$ cat src/hdl/mvtp_pkg.sv
// Shared constants, types and length tables for the MIDI volume tracking parser.
// No dependencies; imported by the parser and its port checker.
package mvtp_pkg;

    localparam int BUFFER_LIMIT = 256;
    localparam int NUM_CHANNELS = 16;
    localparam int HEAD_DEPTH   = 8;

    localparam int IDX_W  = $clog2(BUFFER_LIMIT + 1);
    localparam int HEAD_W = $clog2(HEAD_DEPTH);
    localparam int CH_W   = $clog2(NUM_CHANNELS);
    localparam int VOL_W  = 7;
    localparam int LEN_W  = 2;

    typedef logic [7:0]       t_byte;
    typedef logic [VOL_W-1:0] t_vol;
    typedef logic [IDX_W-1:0] t_idx;
    typedef logic [LEN_W-1:0] t_len;

    // Configuration register indexes
    localparam logic CFG_EDU_ID   = 1'b0;
    localparam logic CFG_DUMP_END = 1'b1;

    localparam t_byte RT_FIRST    = 8'hF8;
    localparam t_byte SX_START    = 8'hF0;
    localparam t_byte SX_END      = 8'hF7;
    localparam t_byte SX_TYPE_RT  = 8'h7F;
    localparam t_byte SX_TYPE_EDU = 8'h7D;
    localparam t_byte SX_CONTROL  = 8'h04;
    localparam t_byte SX_MASTER   = 8'h01;
    localparam t_byte CTL_VOLUME  = 8'h07;
    localparam logic [3:0] CTL_NIBBLE = 4'hB;
    localparam logic [3:0] SYS_NIBBLE = 4'hF;

    localparam t_idx SX_MIN_LEN    = t_idx'(6);
    localparam t_idx SX_MASTER_LEN = t_idx'(8);
    localparam t_idx LIMIT_IDX     = t_idx'(BUFFER_LIMIT);

    // Expected length of a channel voice message, by status bits [6:4]
    function automatic t_len chan_msg_length(input logic [2:0] code);
        t_len len;
        case (code)
            3'd4, 3'd5: len = 2'd2;
            3'd7:       len = 2'd0;
            default:    len = 2'd3;
        endcase
        return len;
    endfunction

    // Expected length of a system common message, by status bits [2:0]
    function automatic t_len sys_msg_length(input logic [2:0] code);
        t_len len;
        case (code)
            3'd1, 3'd3: len = 2'd2;
            3'd2:       len = 2'd3;
            3'd6, 3'd7: len = 2'd1;
            default:    len = 2'd0;
        endcase
        return len;
    endfunction

endpackage

$ cat src/hdl/midi_volume_tracking_parser.sv
// MIDI volume tracking parser: running-status decode, per-channel volume table,
// master volume and dump-end sysex detection. Depends on mvtp_pkg.
//
//  channel | direction | handshake                  | payload
//  --------+-----------+----------------------------+------------------------------------
//  in      | into      | i_in_valid / o_in_stall    | i_data_byte, i_read_channel
//  out     | out of    | o_out_valid / i_out_stall  | o_vol_*, o_master_*, o_dump_done,
//          |           |                            | o_read_volume
//  cfg     | into      | i_cfg_we                   | i_cfg_index, i_cfg_data
//
// One word in and one word out: the byte is decoded in a single
// pass of logic against the parser state and the result lands in the output register
// at the accepting edge. Sustained rate is one word per cycle; the output register
// is the only buffering, so the input stalls exactly when that register is full and
// the downstream stalls. Synchronous active-low reset clears the parser state, the
// volume table and the configuration registers; the message head buffer has no reset.
module midi_volume_tracking_parser
    import mvtp_pkg::*;
(
    input  logic            i_clk,
    input  logic            i_rst_n,
    // input words
    input  logic            i_in_valid,
    output logic            o_in_stall,
    input  logic [7:0]      i_data_byte,
    input  logic [CH_W-1:0] i_read_channel,
    // result words
    output logic            o_out_valid,
    input  logic            i_out_stall,
    output logic            o_vol_valid,
    output logic [CH_W-1:0] o_vol_channel,
    output logic [6:0]      o_vol_value,
    output logic            o_master_valid,
    output logic [6:0]      o_master_value,
    output logic            o_master_known,
    output logic            o_dump_done,
    output logic [6:0]      o_read_volume,
    // configuration
    input  logic            i_cfg_we,
    input  logic            i_cfg_index,
    input  logic [6:0]      i_cfg_data
);

    // ---------------- state ----------------
    t_byte r_status, n_status;
    t_idx  r_idx,    n_idx;
    t_len  r_exp,    n_exp;
    t_byte r_head [HEAD_DEPTH];
    t_byte n_head [HEAD_DEPTH];
    t_vol  r_vol  [NUM_CHANNELS];
    t_vol  n_vol  [NUM_CHANNELS];
    t_vol  r_master, n_master;
    logic  r_master_seen, n_master_seen;
    logic  r_dump, n_dump;
    t_vol  r_edu_id, r_dump_end;

    // output register
    logic            r_out_valid;
    logic            r_vol_valid, n_vol_valid;
    logic [CH_W-1:0] r_vol_ch,    n_vol_ch;
    t_vol            r_vol_val,   n_vol_val;
    logic            r_mst_valid, n_mst_valid;
    t_vol            r_rd_vol;

    logic  accept;
    logic  sx_check;
    t_idx  pos;
    t_byte c;

    // Output register frees itself in the same cycle it is taken.
    assign o_in_stall = r_out_valid & i_out_stall;
    assign accept     = i_in_valid & ~o_in_stall;
    assign c          = i_data_byte;

    // ---------------- byte decode ----------------
    always_comb begin
        n_status      = r_status;
        n_idx         = r_idx;
        n_exp         = r_exp;
        n_head        = r_head;
        n_vol         = r_vol;
        n_master      = r_master;
        n_master_seen = r_master_seen;
        n_dump        = r_dump;
        n_vol_valid   = 1'b0;
        n_vol_ch      = '0;
        n_vol_val     = '0;
        n_mst_valid   = 1'b0;
        sx_check      = 1'b0;
        pos           = r_idx;

        if (c >= RT_FIRST) begin
            // real-time byte: drop
        end else if (c[7:4] == SYS_NIBBLE) begin
            if (r_status == SX_START && c == SX_END && r_idx < LIMIT_IDX) begin
                // sysex end: append and decode with the new length
                if (r_idx < t_idx'(HEAD_DEPTH)) begin
                    n_head[r_idx[HEAD_W-1:0]] = c;
                end
                n_idx    = r_idx + t_idx'(1);
                sx_check = 1'b1;
            end else begin
                n_head[0] = c;
                n_exp     = sys_msg_length(c[2:0]);
                n_status  = c;
                n_idx     = t_idx'(1);
            end
        end else if (c[7]) begin
            n_head[0] = c;
            n_exp     = chan_msg_length(c[6:4]);
            n_status  = c;
            n_idx     = t_idx'(1);
        end else if (r_status != '0 && r_idx < LIMIT_IDX) begin
            // data byte; at index zero re-insert the running status first
            if (r_idx == '0) begin
                n_head[0] = r_status;
                pos       = t_idx'(1);
            end
            if (pos < t_idx'(HEAD_DEPTH)) begin
                n_head[pos[HEAD_W-1:0]] = c;
            end
            n_idx = pos + t_idx'(1);
            if (n_idx == t_idx'(r_exp)) begin
                if (n_head[0][7:4] == CTL_NIBBLE && n_head[1] == CTL_VOLUME) begin
                    n_vol_valid        = 1'b1;
                    n_vol_ch           = n_head[0][CH_W-1:0];
                    n_vol_val          = n_head[2][6:0];
                    n_vol[n_vol_ch]    = n_head[2][6:0];
                end
                n_idx = '0;
            end
        end

        // sysex content, decoded from the head as it stands after this byte
        if (sx_check && n_idx >= SX_MIN_LEN) begin
            if (n_head[1] == SX_TYPE_RT && n_head[3] == SX_CONTROL
                    && n_head[4] == SX_MASTER) begin
                if (n_idx == SX_MASTER_LEN) begin
                    n_master      = n_head[6][6:0];
                    n_master_seen = 1'b1;
                    n_mst_valid   = 1'b1;
                end
            end else if (n_head[1] == SX_TYPE_EDU && n_head[3] == {1'b0, r_edu_id}
                    && n_head[4] == {1'b0, r_dump_end}) begin
                n_dump = 1'b1;
            end
        end
    end

    // ---------------- control state ----------------
    always_ff @(posedge i_clk) begin
        if (!i_rst_n) begin
            r_status      <= '0;
            r_idx         <= '0;
            r_exp         <= '0;
            r_master      <= '0;
            r_master_seen <= 1'b0;
            r_dump        <= 1'b0;
            r_out_valid   <= 1'b0;
            for (int i = 0; i < NUM_CHANNELS; i++) begin
                r_vol[i] <= '0;
            end
        end else begin
            if (accept) begin
                r_status      <= n_status;
                r_idx         <= n_idx;
                r_exp         <= n_exp;
                r_master      <= n_master;
                r_master_seen <= n_master_seen;
                r_dump        <= n_dump;
                r_vol         <= n_vol;
                r_out_valid   <= 1'b1;
            end else if (!i_out_stall) begin
                r_out_valid   <= 1'b0;
            end
        end
    end

    // configuration registers
    always_ff @(posedge i_clk) begin
        if (!i_rst_n) begin
            r_edu_id   <= '0;
            r_dump_end <= '0;
        end else if (i_cfg_we) begin
            unique case (i_cfg_index)
                CFG_EDU_ID:   r_edu_id   <= i_cfg_data;
                CFG_DUMP_END: r_dump_end <= i_cfg_data;
                default:      ;
            endcase
        end
    end

    // ---------------- payload: head buffer and result word ----------------
    always_ff @(posedge i_clk) begin
        if (accept) begin
            r_head      <= n_head;
            r_vol_valid <= n_vol_valid;
            r_vol_ch    <= n_vol_ch;
            r_vol_val   <= n_vol_val;
            r_mst_valid <= n_mst_valid;
            r_rd_vol    <= n_vol[i_read_channel];
        end
    end

    assign o_out_valid    = r_out_valid;
    assign o_vol_valid    = r_vol_valid;
    assign o_vol_channel  = r_vol_ch;
    assign o_vol_value    = r_vol_val;
    assign o_master_valid = r_mst_valid;
    assign o_master_value = r_master;
    assign o_master_known = r_master_seen;
    assign o_dump_done    = r_dump;
    assign o_read_volume  = r_rd_vol;

endmodule

$ cat config.mk
export PLATFORM = sky130hd
export DESIGN_NAME = midi_volume_tracking_parser
export DESIGN_NICKNAME = d
export VERILOG_FILES = /design/src/hdl/mvtp_pkg.sv /design/src/hdl/midi_volume_tracking_parser.sv
export SDC_FILE = /design/constraint.sdc
export NUM_CORES = 1
export LEC_CHECK = 0
export ABC_AREA = 1
export BUFFER_PORTS_ARGS = -buffer_cell sky130_fd_sc_hd__buf_2
export CORE_UTILIZATION = 51
export DETAILED_ROUTE_END_ITERATION = 8
export PLACE_DENSITY_LB_ADDON = 0.08
export SKIP_LAST_GASP = 1
export SLEW_MARGIN = 20
export SYNTH_ARGS = -nofsm -noshare
export SYNTH_HDL_FRONTEND = slang
export SYNTH_SLANG_ARGS = --single-unit
export TNS_END_PERCENT = 1
$ cat constraint.sdc
create_clock -name i_clk -period 9.8 [get_ports i_clk]
set_clock_uncertainty 0.1 [all_clocks]
set_input_delay 2.45 -clock i_clk [delete_from_list [all_inputs] [get_ports i_clk]]
set_output_delay 2.45 -clock i_clk [all_outputs]
set_load 0.02 [all_outputs]
; Word-level counts from Yosys, hierarchy flattened
; Index checks and enable logic that the tools add are counted.
[word_totals]
output_inout_bits = 31
wordCells = 188
reg_bits = 239
[classes]
muxes = 62
n_eq_ne = 27
n_lt_le_gt_ge = 12
addsub = 2
n_reduce_logical = 32
bitwise_logic = 13
[op_table]
columns = op, n
row1 = 112-bit two-way mux, 6
row2 = 64-bit two-way mux, 8
row3 = 56-bit two-way mux, 3
row4 = 64-bit bitwise mux, 2
row5 = 112-bit bitwise mux, 1
row6 = 9-bit two-way mux, 11
row7 = 8-bit two-way mux, 12
row8 = 8-bit demux with 3-bit select, 2
row9 = 7-bit binary-select mux with 4-bit select, 1
row10 = 7-bit demux with 4-bit select, 1
row11 = 7-bit two-way mux, 3
row12 = 9-bit by 1-bit adder with 9-bit output (second input constant), 2
row13 = 9-bit by 4-bit less-than comparator with 1-bit output (second input constant), 2
row14 = 8-bit by 3-bit == test with 1-bit output (second input constant), 2
row15 = 8-bit by 7-bit == test with 1-bit output, 2
row16 = 8-bit by 7-bit == test with 1-bit output (second input constant), 2
row17 = 8-bit == test (second input constant), 2
row18 = 4-bit AND reduction, 4
row19 = 3-bit == test (second input constant), 5
row20 = 1-bit logical AND, 12
row21 = 5-bit greater-or-equal comparator (second input constant), 2
row22 = 4-bit NOT with 5-bit output, 2
row23 = 9-bit by 2-bit == test with 1-bit output, 1
row24 = 9-bit by 4-bit == test with 1-bit output (second input constant), 1
row25 = other kinds (30), 59

; Logic depth before layout (Yosys ltp)
[depth]
word_depth = 32
mapped_depth = 29

; Worst setup path after synthesis
; OpenSTA, ideal clock, no wires.
[synth_timing]
path_kind = input to register
from = input port i_out_stall
to = register r_mst_valid, in the netlist o_master_valid, enable pin
t_required_ns = 9.265
slack_ns = 4.269
path_stages = 6
arrival_ns = 4.996
cell_sequence = nand2_1 -> inv_1 -> nor2_1 -> clkbuf_1 -> clkbuf_1 -> clkbuf_1
[synth_via]
elab_chain_len = 3
[synth_lines]
columns = element, line
row1 = from (decl), midi_volume_tracking_parser.sv:29  ; input logic i_out_stall,
row2 = 1-bit AND, midi_volume_tracking_parser.sv:71  ; assign o_in_stall = r_out_valid & i_out_stall;
row3 = named net o_in_stall, midi_volume_tracking_parser.sv:24  ; output logic o_in_stall,
row4 = 1-bit NOT, midi_volume_tracking_parser.sv:72  ; assign accept = i_in_valid & ~o_in_stall;
row5 = 1-bit AND, midi_volume_tracking_parser.sv:72
row6 = named net accept, midi_volume_tracking_parser.sv:65  ; logic accept;
row7 = to (signal assigned), midi_volume_tracking_parser.sv:200  ; r_mst_valid <= n_mst_valid;
row8 = to (decl), midi_volume_tracking_parser.sv:62  ; logic r_mst_valid, n_mst_valid;
; The timed path passes the listed nets, and every way through them passes these cells.
; A chain may end at the register's enable or synchronous reset.

; Final worst setup path
[layout_timing]
from = register r_idx[0]
to = register r_rd_vol[1], in the netlist o_read_volume[1], data pin
[layout_via]
elab_chain_len = 32
[layout_lines]
columns = element, line
row1 = from (decl), midi_volume_tracking_parser.sv:46  ; t_idx r_idx, n_idx;
row2 = from (signal assigned), midi_volume_tracking_parser.sv:166  ; r_idx <= n_idx;
row3 = 9-bit zero test, midi_volume_tracking_parser.sv:115  ; if (r_idx == '0) begin
row4 = 9-bit two-way mux, midi_volume_tracking_parser.sv:115
row5 = 9-bit two-way mux, midi_volume_tracking_parser.sv:113  ; end else if (r_status != '0 && r_idx < LIMIT_IDX) begin
row6 = 9-bit two-way mux, midi_volume_tracking_parser.sv:108  ; end else if (c[7]) begin
row7 = 9-bit two-way mux, midi_volume_tracking_parser.sv:94  ; end else if (c[7:4] == SYS_NIBBLE) begin
row8 = 9-bit two-way mux, midi_volume_tracking_parser.sv:92  ; if (c >= RT_FIRST) begin
row9 = 3-bit NOT with 4-bit output (implied by the code), midi_volume_tracking_parser.sv:120  ; n_head[pos[HEAD_W-1:0]] = c;
row10 = 4-bit greater-or-equal comparator (implied by the code) / 4-bit by 1-bit less-than comparator with 1-bit output (equally long branches), midi_volume_tracking_parser.sv:120
row11 = [15 not listed], -
row12 = 112-bit two-way mux, midi_volume_tracking_parser.sv:124  ; if (n_head[0][7:4] == CTL_NIBBLE && n_head[1] == CTL_VOLUME) begin
row13 = 112-bit two-way mux, midi_volume_tracking_parser.sv:123  ; if (n_idx == t_idx'(r_exp)) begin
row14 = 112-bit two-way mux *, midi_volume_tracking_parser.sv:113
row15 = 112-bit two-way mux *, midi_volume_tracking_parser.sv:108
row16 = 112-bit two-way mux *, midi_volume_tracking_parser.sv:94
row17 = 112-bit two-way mux *, midi_volume_tracking_parser.sv:92
row18 = 7-bit binary-select mux with 4-bit select *, midi_volume_tracking_parser.sv:201  ; r_rd_vol <= n_vol[i_read_channel];
row19 = 7-bit two-way mux (implied by the code) * (2 in a row), midi_volume_tracking_parser.sv:201
row20 = to (signal assigned), midi_volume_tracking_parser.sv:201
row21 = to (decl), midi_volume_tracking_parser.sv:63  ; t_vol r_rd_vol;
; Mark *: on every way between the ends. The rest lies on a longest branch, timed or not. The select of a mux whose other input is x is not followed.

==> metrics.yaml <==
sta:
  setup_violations: 0
  slew_viol_final: 0
  finalHoldViolations: 0
  tightestPinTransition_ns: 1.191
  hold_slack_ns: 0.3538
  max_freq_ghz: 0.1683
  finalSetupTns_ns: 0
  fin_crit_sh_pct: 60.61
  relSlewSlack_pct: 20.62
  grt_setup_unrepaired: "false"
  min_period_ns: 5.940
synth:
  avgSynthCellArea_sq_um: 6.802
  synth_top_area_cell: "dfxtp_1"
  async_flop_share_pct: 0
  synthCells: 1962
  netlist_area_sq_um: 13350
  yosysTopAreaCellShare_pct: 23.25
  ys_seq_area_share_pct: 38.10
  synth_edf_count: 66
  synth_cell_type_count: 47
  synth.area.top_cells: "dfxtp_1 23%, edfxtp_1 15%, nand2_1 13%, nand3_1 8.9%, inv_1 6.3%"
  synthTopCellsByCount: "471 x nand2_1, 236 x nand3_1, 224 x inv_1, 155 x dfxtp_1, 141 x a21oi_1"
  syn_nets: 1990
  ys.flop_type: "dfxtp_1"
  ys_seq_elements: 221
  yosysMostFrequentCell: "nand2_1"
  yosys_warnings: 0
die:
  core_area_sq_um: 25400
  initial_utilization_pct: 52.54
  std_cell_rows: 58
  die_h_um: 163.8
  die_area_sq_um: 26820
  dieWidth_um: 163.8
  pin_count: 56
critical_path:
  path_class: "flop to flop"
  path_max_fanout: 59
  worstPathArrival_ns: 6.25
  r2r_start: "r_idx[0]"
  worstRegToRegCells: 24
  end_kind: "flop"
  crit_required_ns: 10.11
  cp-start-kind: "flop"
  reg2reg_to: "o_read_volume[1]"
  reg2reg_setup_slack_ns: 3.86
route:
  wl_um: 41660
  route.vias.total: 13270
  initialDrtViolationCount: 1665
  drcViolationCount: 0
  drtPass1Iterations: 6
  wl_per_cell_um: 18.19
  final_antenna_net_count: 0
  routed_via_density: 5.793
cells_and_area:
  fill_cells: 2484
  instances_no_fill: 2291
  ff_latch_area_sq_um: 5085
  drive_gt1_share_pct: 10.40
  diodes: 0
  multi_input_area_sq_um: 6804
  final_cell_area_sq_um: 14600
  area_delta_synth_final_pct: 9.432
  fin_nets: 1969
cts:
  cts.hold.buffers_added: 0
  cts_buffers: 26
  clk_pin_slew_ns: 0.06
  clockBufferDepth: 3
  insertion_delay_ns: 0.55
  cts_tree: "yes"
  clock_sinks: 221
  cts-root-buf: "clkbuf_16"
  cts_setup_buffers: 0
  htreeDepth: 1
  cts_resized: 0
power_and_ir_drop:
  total_power_w: 0.002671
  power_density_nw_per_um2: 182.9
  pwr-share-clk_pct: 39.4
  p_comb_share_pct: 21.4
  p_leak_nw: 6.603
  netSwitchingFraction_pct: 32.59
  p_int_w: 0.001800
  switchingPower_w: 0.0008705
  peakVddDrop_v: 0.0001278
  seq_power_share_pct: 39.2
placed_design:
  placed_cell_area_sq_um: 13660
  dp.cells: 2243
  port_buffers: 55
  globalplace.congestion: 0.9299
  hpwl_um: 26820
global_routing:
  grt.overflow.total: 0
  grt_pass1_vias: 11810
  grt_max_degree: 234
  antenna_found_initial: 0
  grt_pass1_wl_um: 65390
  grt.total_usage_pct: 31.11
min_path:
  holdPathStages: 2
  min_to: "o_master_known"
  hold_path.class: "flop to flop"
  min-delay-start: "o_master_known"
flow_run:
  drv_cap: 0
outcome:
  status: "complete, no violations"
## per-stage QoR
| step | utilization, % | worst slack, ns |
|---|---|---|
| 5_1_grt | 57.50 | 3.531 |
| 3_5_place_dp | 53.78 | 3.435 |
| 2_1_floorplan | - | 4.269 |
| 4_1_cts | 57.48 | 4.020 |
| 6_report | 57.50 | 3.860 |
| 3_3_place_gp | 53.78 | 3.500 |
## how the worst max path moves through the flow
stage,slack [ns],from,endpoint,depth (start not counted)
detailed placement,3.44,i_data_byte[7],o_read_volume[1],15
finish,3.86,r_idx[0],o_read_volume[1],24
floorplan,4.27,i_out_stall,o_master_valid,6
global route,3.53,r_idx[0],o_read_volume[6],27
global placement,3.50,i_data_byte[7],o_read_volume[4],14
CTS,4.02,i_data_byte[7],o_read_volume[1],15
## power groups by stage
| stage | combinational (W) | clock (W) | sequential [W] |
|---|---|---|---|
| after floorplan | 0.000404 | 0 | 0.00106 |
| after global placement | 0.000552 | 0 | 0.00106 |
| after detailed placement | 0.000556 | 0 | 0.00107 |
| after CTS | 0.000559 | 0.00107 | 0.00105 |
| after global routing | 0.000626 | 0.00110 | 0.00105 |
| final | 0.000570 | 0.00105 | 0.00105 |
## kinds of logic after synthesis
family / share of synthesized area, %
AND/OR/NAND/NOR: 34.09
buffers and inverters: 11.09
adder cells (fa/ha/maj): 0.2813
AO/OA/AOI/OAI: 14.87
multiplexers: 0.2531
XOR/XNOR: 1.313
flip-flops: 38.10
## critical path, stage by stage (launching register included)
cell     delay, ns
dfxtp_1       0.64
inv_2         0.21
ha_1          0.27
nand2_1       0.08
nor2_1        0.05
nand2_2       0.24
nand2_2       0.17
ha_1          0.27
nand3_1       0.18
xor2_1        0.30
nand2_1       0.09
a21oi_1       0.17
nand4_1       0.31
inv_2         0.13
nand2_1       0.09
nor2_4        0.76
buf_4         0.67
nand3_2       0.31
nand2_1       0.17
nand3_1       0.08
nand3_1       0.14
nand2_1       0.09
nand2_1       0.08
nand3_1       0.07
nand2_1       0.06
## layout by cell type, fill, tap and decap left out, types with 19 or more instances in the layout
cell / Yosys / routed
o211ai_1: 26 / 26
a211oi_1: 29 / 29
o21ai_0: 121 / 118
nand3_1: 236 / 236
dfxtp_1: 155 / 155
inv_2: 21 / 22
nand2_1: 471 / 471
inv_1: 224 / 223
nor2_1: 108 / 106
a21oi_1: 141 / 141
nand4_1: 95 / 95
clkbuf_16: 0 / 29
o21ai_1: 17 / 19
buf_2: 19 / 54
edfxtp_1: 66 / 66
## final cells by class
cell class | instances | share of cell area (%)
Tap cell | 330 | 2.827
Clock inverter | 12 | 1.002
Timing Repair Buffer | 73 | 2.913
Clock buffer | 36 | 5.423
Inverter | 250 | 6.426
Sequential cell | 221 | 34.82
Multi-Input combinational cell | 1369 | 46.59
## routing by layer
layer	part of all wire (%)	track usage, %	up-vias
met5	0	0	-
met2	43	46.19	555
met1	46	45.87	6119
met4	2.3	8.165	0
met3	8.6	5.859	75
li1	-	-	6522
## state kept, by name (all words and copies together), names as in the netlist
name and flops:
o_dump_done 1, o_master_known 1, o_master_valid 1, o_master_value 7, o_out_valid 1, o_read_volume 7, o_vol_channel 4, o_vol_valid 1
o_vol_value 7, r_dump_end 7, r_edu_id 7, r_exp 2, r_head 46, r_idx 9, r_status 8, r_vol 112
(Power assumes the default switching activity.)
